**config.mk**
```make
export PLATFORM = sky130hd
export DESIGN_NAME = mcat_ram
export DESIGN_NICKNAME = d
export VERILOG_FILES = /design/src/hdl/mcat_ram.sv
export SDC_FILE = /design/constraint.sdc
export NUM_CORES = 1
export LEC_CHECK = 0
export ABC_CLOCK_PERIOD_IN_PS = 2100
export BUFFER_PORTS_ARGS = -buffer_cell sky130_fd_sc_hd__buf_4
export CAP_MARGIN = 30
export CORE_MARGIN = 5
export CORE_UTILIZATION = 58
export DETAILED_ROUTE_END_ITERATION = 12
export PLACE_DENSITY = 0.78
export SYNTH_ARGS = -nofsm -noshare
export SYNTH_HDL_FRONTEND = slang
export SYNTH_SLANG_ARGS = --single-unit
export TNS_END_PERCENT = 100
```
**constraint.sdc**
```tcl
create_clock -name clk -period 2.1 [get_ports clk]
set_input_delay 0.42 -clock clk [delete_from_list [all_inputs] [get_ports clk]]
set_output_delay 0.42 -clock clk [all_outputs]
set_load 0.02 [all_outputs]
```
**src/hdl/mcat_ram.sv**
```systemverilog
`default_nettype none
module mcat_ram #(
    parameter int WIDTH = 8,
    parameter int DEPTH = 8
) (
    input  wire logic                     clk,
    input  wire logic                     we,
    input  wire logic [$clog2(DEPTH)-1:0] waddr,
    input  wire logic [WIDTH-1:0]         wdata,
    input  wire logic [$clog2(DEPTH)-1:0] raddr,
    output logic      [WIDTH-1:0]         rdata
);
    logic [WIDTH-1:0] mem [DEPTH];

    always_ff @(posedge clk)
    begin
        if (we)
        begin
            mem[waddr] <= wdata;
        end
        rdata <= mem[raddr];
    end
endmodule
`default_nettype wire

```
==> flow_metrics.env, run 1 <==
export IMPL_status="finished clean"
export IMPL_clock_latency_ns=0.33
export IMPL_cts_inserted_buffers=9
export IMPL_antenna_found_initial=0
export IMPL_dpl_cell_area_mm2=0.00295
export IMPL_ys_seq_elements=72
export IMPL_io_buffers=23
export IMPL_fin_crit_ns=1.36
export IMPL_finClkSkew_ns=0.00589
export IMPL_seq_area_frac_synth_pct=77.4
export IMPL_synthesis_nets=130
export IMPL_post_drt_wl_per_cell_um=22.1
export IMPL_grt_ovfl_total=0
export IMPL_finalCritPeriodShare_pct=64.6
export IMPL_timing_fmax_mhz=737
export IMPL_drive_gt1_share_pct=34.0
export IMPL_syn_inst=114
export IMPL_cts_root_buf="clkbuf_8"
export IMPL_slew_violations=0
export IMPL_start_util_pct=61.0
export IMPL_ys_warn_count=0
export IMPL_netlist_area_mm2=0.00269
export IMPL_design_area_mm2=0.00314
export IMPL_clock_path_buffers=2
export IMPL_dp_hpwl_mm=2.80
export IMPL_die_area_mm2=0.00610
export IMPL_antenna_left=0
export IMPL_cts_resized=0
export IMPL_die_h_um=78.1
export IMPL_power_mw=2.85
export IMPL_cts_num_sinks=72
export IMPL_fin_cells=208
export IMPL_drtIter0Drc=97
export IMPL_grt_max_degree=17
export IMPL_final_util_pct=71.1
export IMPL_ios=24
export IMPL_grt_util_all_layers_pct=16.1
export IMPL_max_slew_margin_pct=82.5
export IMPL_totalNegativeSetupSlack_ns=0
export IMPL_grt_pass1_wl_mm=6.81
export IMPL_core_rowCount=24
export IMPL_worstPathArrival_ns=1.58
export IMPL_wirelength_mm=4.60
export IMPL_postCtsSetupBuffers=0
export IMPL_hp_class="in -> reg"
export IMPL_drc_errors=0
export IMPL_first_pass_iters=4
export IMPL_cts_tree="built"
export IMPL_rsz0062_at_grt="no"
export IMPL_core_area_mm2=0.00441
export IMPL_finalHoldViolCount=0
export IMPL_grt_pass1_vias=1241
export IMPL_ctsHtreeMaxLevel=3
export IMPL_p_leak_nw=1.11
export IMPL_setup_violations=0
export IMPL_p_per_area_mw_per_mm2=909
export IMPL_place_inst=192
export IMPL_max_cap_violations=0
export IMPL_worstPathMaxFanout=16
export IMPL_worstMarginPinSlew_ns=0.263
export IMPL_yosysUniqueCellTypes=14
export IMPL_worstSetupPathType="in -> reg"
export IMPL_cp_end_kind="flop"
export IMPL_drt_vias_per_instance=6.03
export IMPL_ir_drop_mv=0.559
export IMPL_final_nets=167
export IMPL_die_w_um=78.1
export IMPL_area_growth_pct=16.6
export IMPL_hold_buffers=0
export IMPL_finalWeightedCongestion=0.674
export IMPL_clkSlewWorstSetupHoldPaths_ns=0.07
export IMPL_dr_total_vias=1254
export IMPL_cp_required_ns=2.32
export IMPL_syn_avg_cell_area_um2=23.6
export IMPL_startpoint_type="primary input"
export IMPL_diodes=0
## state kept, by name, summed over array words and instances (netlist names)
signal and cells:
mem 64, rdata 8
## layout make-up
class	count	area, um^2
Sequential cell	72	2080
Clock inverter	3	42.5
Timing Repair Buffer	31	233
Tap cell	52	65.1
Clock buffer	13	149
Fill cell	274	1280
Multi-Input combinational cell	37	566
## report_power, final
part	internal (mW)	switching, mW	total, mW
clock network	0.581	0.454	1.03
registers	1.62	0.0145	1.63
logic	0.0947	0.0918	0.187
## cell families after synthesis
| group | count (synthesis) | share of synthesized area, % |
|---|---|---|
| flip-flops | 72 | 77.4 |
| AND/OR/NAND/NOR | 13 | 2.19 |
| multiplexers | 24 | 18.8 |
| buffers and inverters | 5 | 1.63 |
## final timing paths
path,startpoint,endpoint,slack (ns),cells past startpoint
worst max-delay path,raddr[0],rdata[4],0.74,3
worst max register to register,mem[1][4],rdata[4],0.74,2
worst min register to register,mem[7][2],rdata[2],0.68,2
worst min-delay path,wdata[4],mem[5][4],0.32,1
## synth_stat cells, drive strengths merged
| master | count | share of area [%] |
|---|---|---|
| buf | 4 | 1.5 |
| clkbuf | 1 | 0.14 |
| dfxtp | 8 | 6.0 |
| edfxtp | 64 | 71 |
| mux2 | 8 | 3.3 |
| mux4 | 16 | 15 |
| nand2 | 2 | 0.28 |
| nand2b | 3 | 0.70 |
| nor2 | 6 | 0.84 |
| nor3 | 2 | 0.37 |
## routing by layer
layer | vias to the layer above | share of wire, % | track usage (%)
met2 | 44 | 55 | 28.1
met5 | - | 0 | 0
met1 | 647 | 36 | 17.9
met4 | 0 | 2.4 | 9.63
met3 | 10 | 6.2 | 3.32
li1 | 553 | - | -
## worst max-delay path: stages
cell and delay [ns]:
buf_4 0.25, mux4_1 0.62, mux2_2 0.28
## placed cells by master, fill, tap and decap left out
cell / count
bufinv_16: 1
clkinv_2: 1
nand2b_1: 3
dfxtp_1: 8
buf_4: 31
mux2_2: 8
edfxtp_1: 64
clkbuf_1: 3
nor3_1: 2
nand2_1: 2
nor2_1: 6
mux4_1: 15
mux4_2: 1
clkinvlp_4: 1
clkbuf_8: 10
## stage by stage
step | hold slack [ns] | setup slack, ns
floorplan | 0.519 | 0.519
detailed placement | 0.657 | 0.406
global placement | 0.645 | 0.455
CTS | 0.304 | 0.733
global route | 0.305 | 0.725
finish | 0.322 | 0.744
Note: power is estimated with default switching activity, not from simulation.
==> run 2, diff against run 1 <==
Settings changed: ABC_CLOCK_PERIOD_IN_PS 2100 to 1300.
Clock period 2.1 ns to 1.3 ns, I/O delays scaled along.
==> run 2 against run 1 <==
Power up 55%. Final cell count increased by 0.96%. Non-clock buffer count increased by 2. Wire length shrank 4.7%. Critical endpoint is now rdata[0].
==> flow_metrics.env, run 2 (synthesis gave the netlist of run 1 again) <==
export IMPL_p_leak_nw=1.11
export IMPL_fillers=275
export IMPL_cp_end_kind="flop"
export IMPL_grt_max_degree=17
export IMPL_ctsHtreeMaxLevel=3
export IMPL_drtIter0Drc=83
export IMPL_finalHoldViolCount=0
export IMPL_drc_errors=0
export IMPL_swShare_pct=20.5
export IMPL_die_h_um=78.1
export IMPL_drt_vias_per_instance=5.76
export IMPL_clkSlewWorstSetupHoldPaths_ns=0.07
export IMPL_power_mw=4.42
export IMPL_p_per_area_mw_per_mm2=1410
export IMPL_io_buffers=23
export IMPL_regMostFlops="mem"
export IMPL_largest_reg_flops=64
export IMPL_rsz0062_at_grt="no"
export IMPL_holdWs_ns=0.163
export IMPL_worstMarginPinSlew_ns=0.275
export IMPL_grt_most_used_layer="met2"
export IMPL_antenna_found_initial=0
export IMPL_multi_input_area_um2=568
export IMPL_cp_num_buf_inv=0
export IMPL_core_area_mm2=0.00441
export IMPL_ios=24
export IMPL_max_cap_violations=0
export IMPL_grt_ovfl_total=0
export IMPL_use_met2_pct=24.9
export IMPL_start_util_pct=61.0
export IMPL_cts_num_sinks=72
export IMPL_clock_path_buffers=2
export IMPL_dr_total_vias=1210
export IMPL_worstPathArrival_ns=1.49
export IMPL_slowest_stage="mux4_1"
export IMPL_status="finished clean"
export IMPL_postCtsSetupBuffers=0
export IMPL_finalCritPeriodShare_pct=97.8
export IMPL_cp_required_ns=1.52
export IMPL_fin_cells=210
export IMPL_grt_pass1_vias=1282
export IMPL_power_internal_mw=3.51
export IMPL_use_met1_pct=19.9
export IMPL_drive_gt1_share_pct=38.6
export IMPL_hp_class="in -> reg"
export IMPL_cp_top_family="multiplexers"
export IMPL_p_comb_share_pct=7.1
export IMPL_use_met3_pct=4.46
export IMPL_final_util_pct=70.9
export IMPL_diodes=0
export IMPL_hold_buffers=0
export IMPL_area_growth_pct=16.3
export IMPL_wirelength_mm=4.38
export IMPL_netSwitchingPower_mw=0.906
export IMPL_p_clk_share_pct=33.3
export IMPL_timing_fmax_mhz=787
export IMPL_cts_root_buf="clkbuf_8"
export IMPL_ir_drop_mv=1.08
export IMPL_grt_pass1_wl_mm=6.84
export IMPL_totalNegativeSetupSlack_ns=0
export IMPL_die_area_mm2=0.00610
export IMPL_finClkSkew_ns=0.00555
export IMPL_max_slew_margin_pct=81.7
export IMPL_finalWeightedCongestion=0.680
export IMPL_grt_util_all_layers_pct=15.8
export IMPL_final_common_cell="edfxtp_1"
export IMPL_path_cells="mux4_1, mux2_4"
export IMPL_slew_violations=0
export IMPL_place_inst=194
export IMPL_setup_violations=0
export IMPL_worstPathMaxFanout=1
export IMPL_worstSetupPathType="reg -> reg"
export IMPL_first_pass_iters=4
export IMPL_seqCellArea_mm2=0.00208
export IMPL_dp_hpwl_mm=2.87
export IMPL_die_w_um=78.1
export IMPL_cts_tree="built"
export IMPL_final_nets=169
export IMPL_post_drt_wl_per_cell_um=20.9
export IMPL_core_rowCount=24
export IMPL_cpPeakStageDelay_ns=0.52
export IMPL_antenna_left=0
export IMPL_clock_latency_ns=0.33
export IMPL_cts_inserted_buffers=9
export IMPL_final_cell_mix="edfxtp_1 (64), buf_4 (33), mux4_1 (11)"
export IMPL_p_seq_share_pct=59.6
export IMPL_fin_crit_ns=1.27
export IMPL_startpoint_type="flop"
export IMPL_largestRegisters="mem x64, rdata x8"
[run 2: cell types whose count changed in the layout (fill, tap and decap cells not counted)]
cell,before,now
bufinv_16,1,0
clkinv_2,1,2
nor3_2,0,2
mux2_2,8,6
mux4_1,15,11
mux4_2,1,5
buf_4,31,33
nor3_1,2,0
mux2_4,0,2
[run 2: area by class of cell]
type / instances / area share (%)
Tap cell: 52 / 2.08
Clock inverter: 3 / 0.560
Timing Repair Buffer: 33 / 7.92
Sequential cell: 72 / 66.5
Multi-Input combinational cell: 37 / 18.2
Clock buffer: 13 / 4.76
[run 2: through the flow]
step / setup WS, ns / cell area, um^2
floorplan: -0.0818 / 2720
global placement: -0.202 / 2970
detailed placement: -0.239 / 2970
CTS: 0.00111 / 3140
global route: 0.00519 / 3130
finish: 0.0288 / 3130
[run 2: final timing paths]
| path | startpoint | cells after the start | slack [ns] | to |
|---|---|---|---|---|
| max | mem[1][0] | 2 | 0.03 | rdata[0] |
| min | wdata[5] | 1 | 0.16 | mem[6][5] |
| max reg2reg | mem[1][0] | 2 | 0.03 | rdata[0] |
| min reg2reg | mem[7][4] | 2 | 0.68 | rdata[4] |
[run 2: layer usage]
layer  up-vias  share of wire, %
met4         0               1.0
li1        554                 -
met5         -                 0
met1       607                41
met2        44                52
met3         5               6.3
[run 2: timing repair]
action                                 4_1_cts  5_1_grt
endpoints found under the hold margin        0        0
gates resized for setup                      0        3
setup endpoints to repair                    0        3
[run 2: power by group through the flow]
stage          combinational [mW]  sequential [mW]  clock (mW)
2_1_floorplan               0.150             2.71           0
3_3_place_gp                0.303             2.68           0
3_5_place_dp                0.317             2.68           0
4_1_cts                     0.318             2.63        1.50
5_1_grt                     0.335             2.64        1.63
6_report                    0.314             2.63        1.47
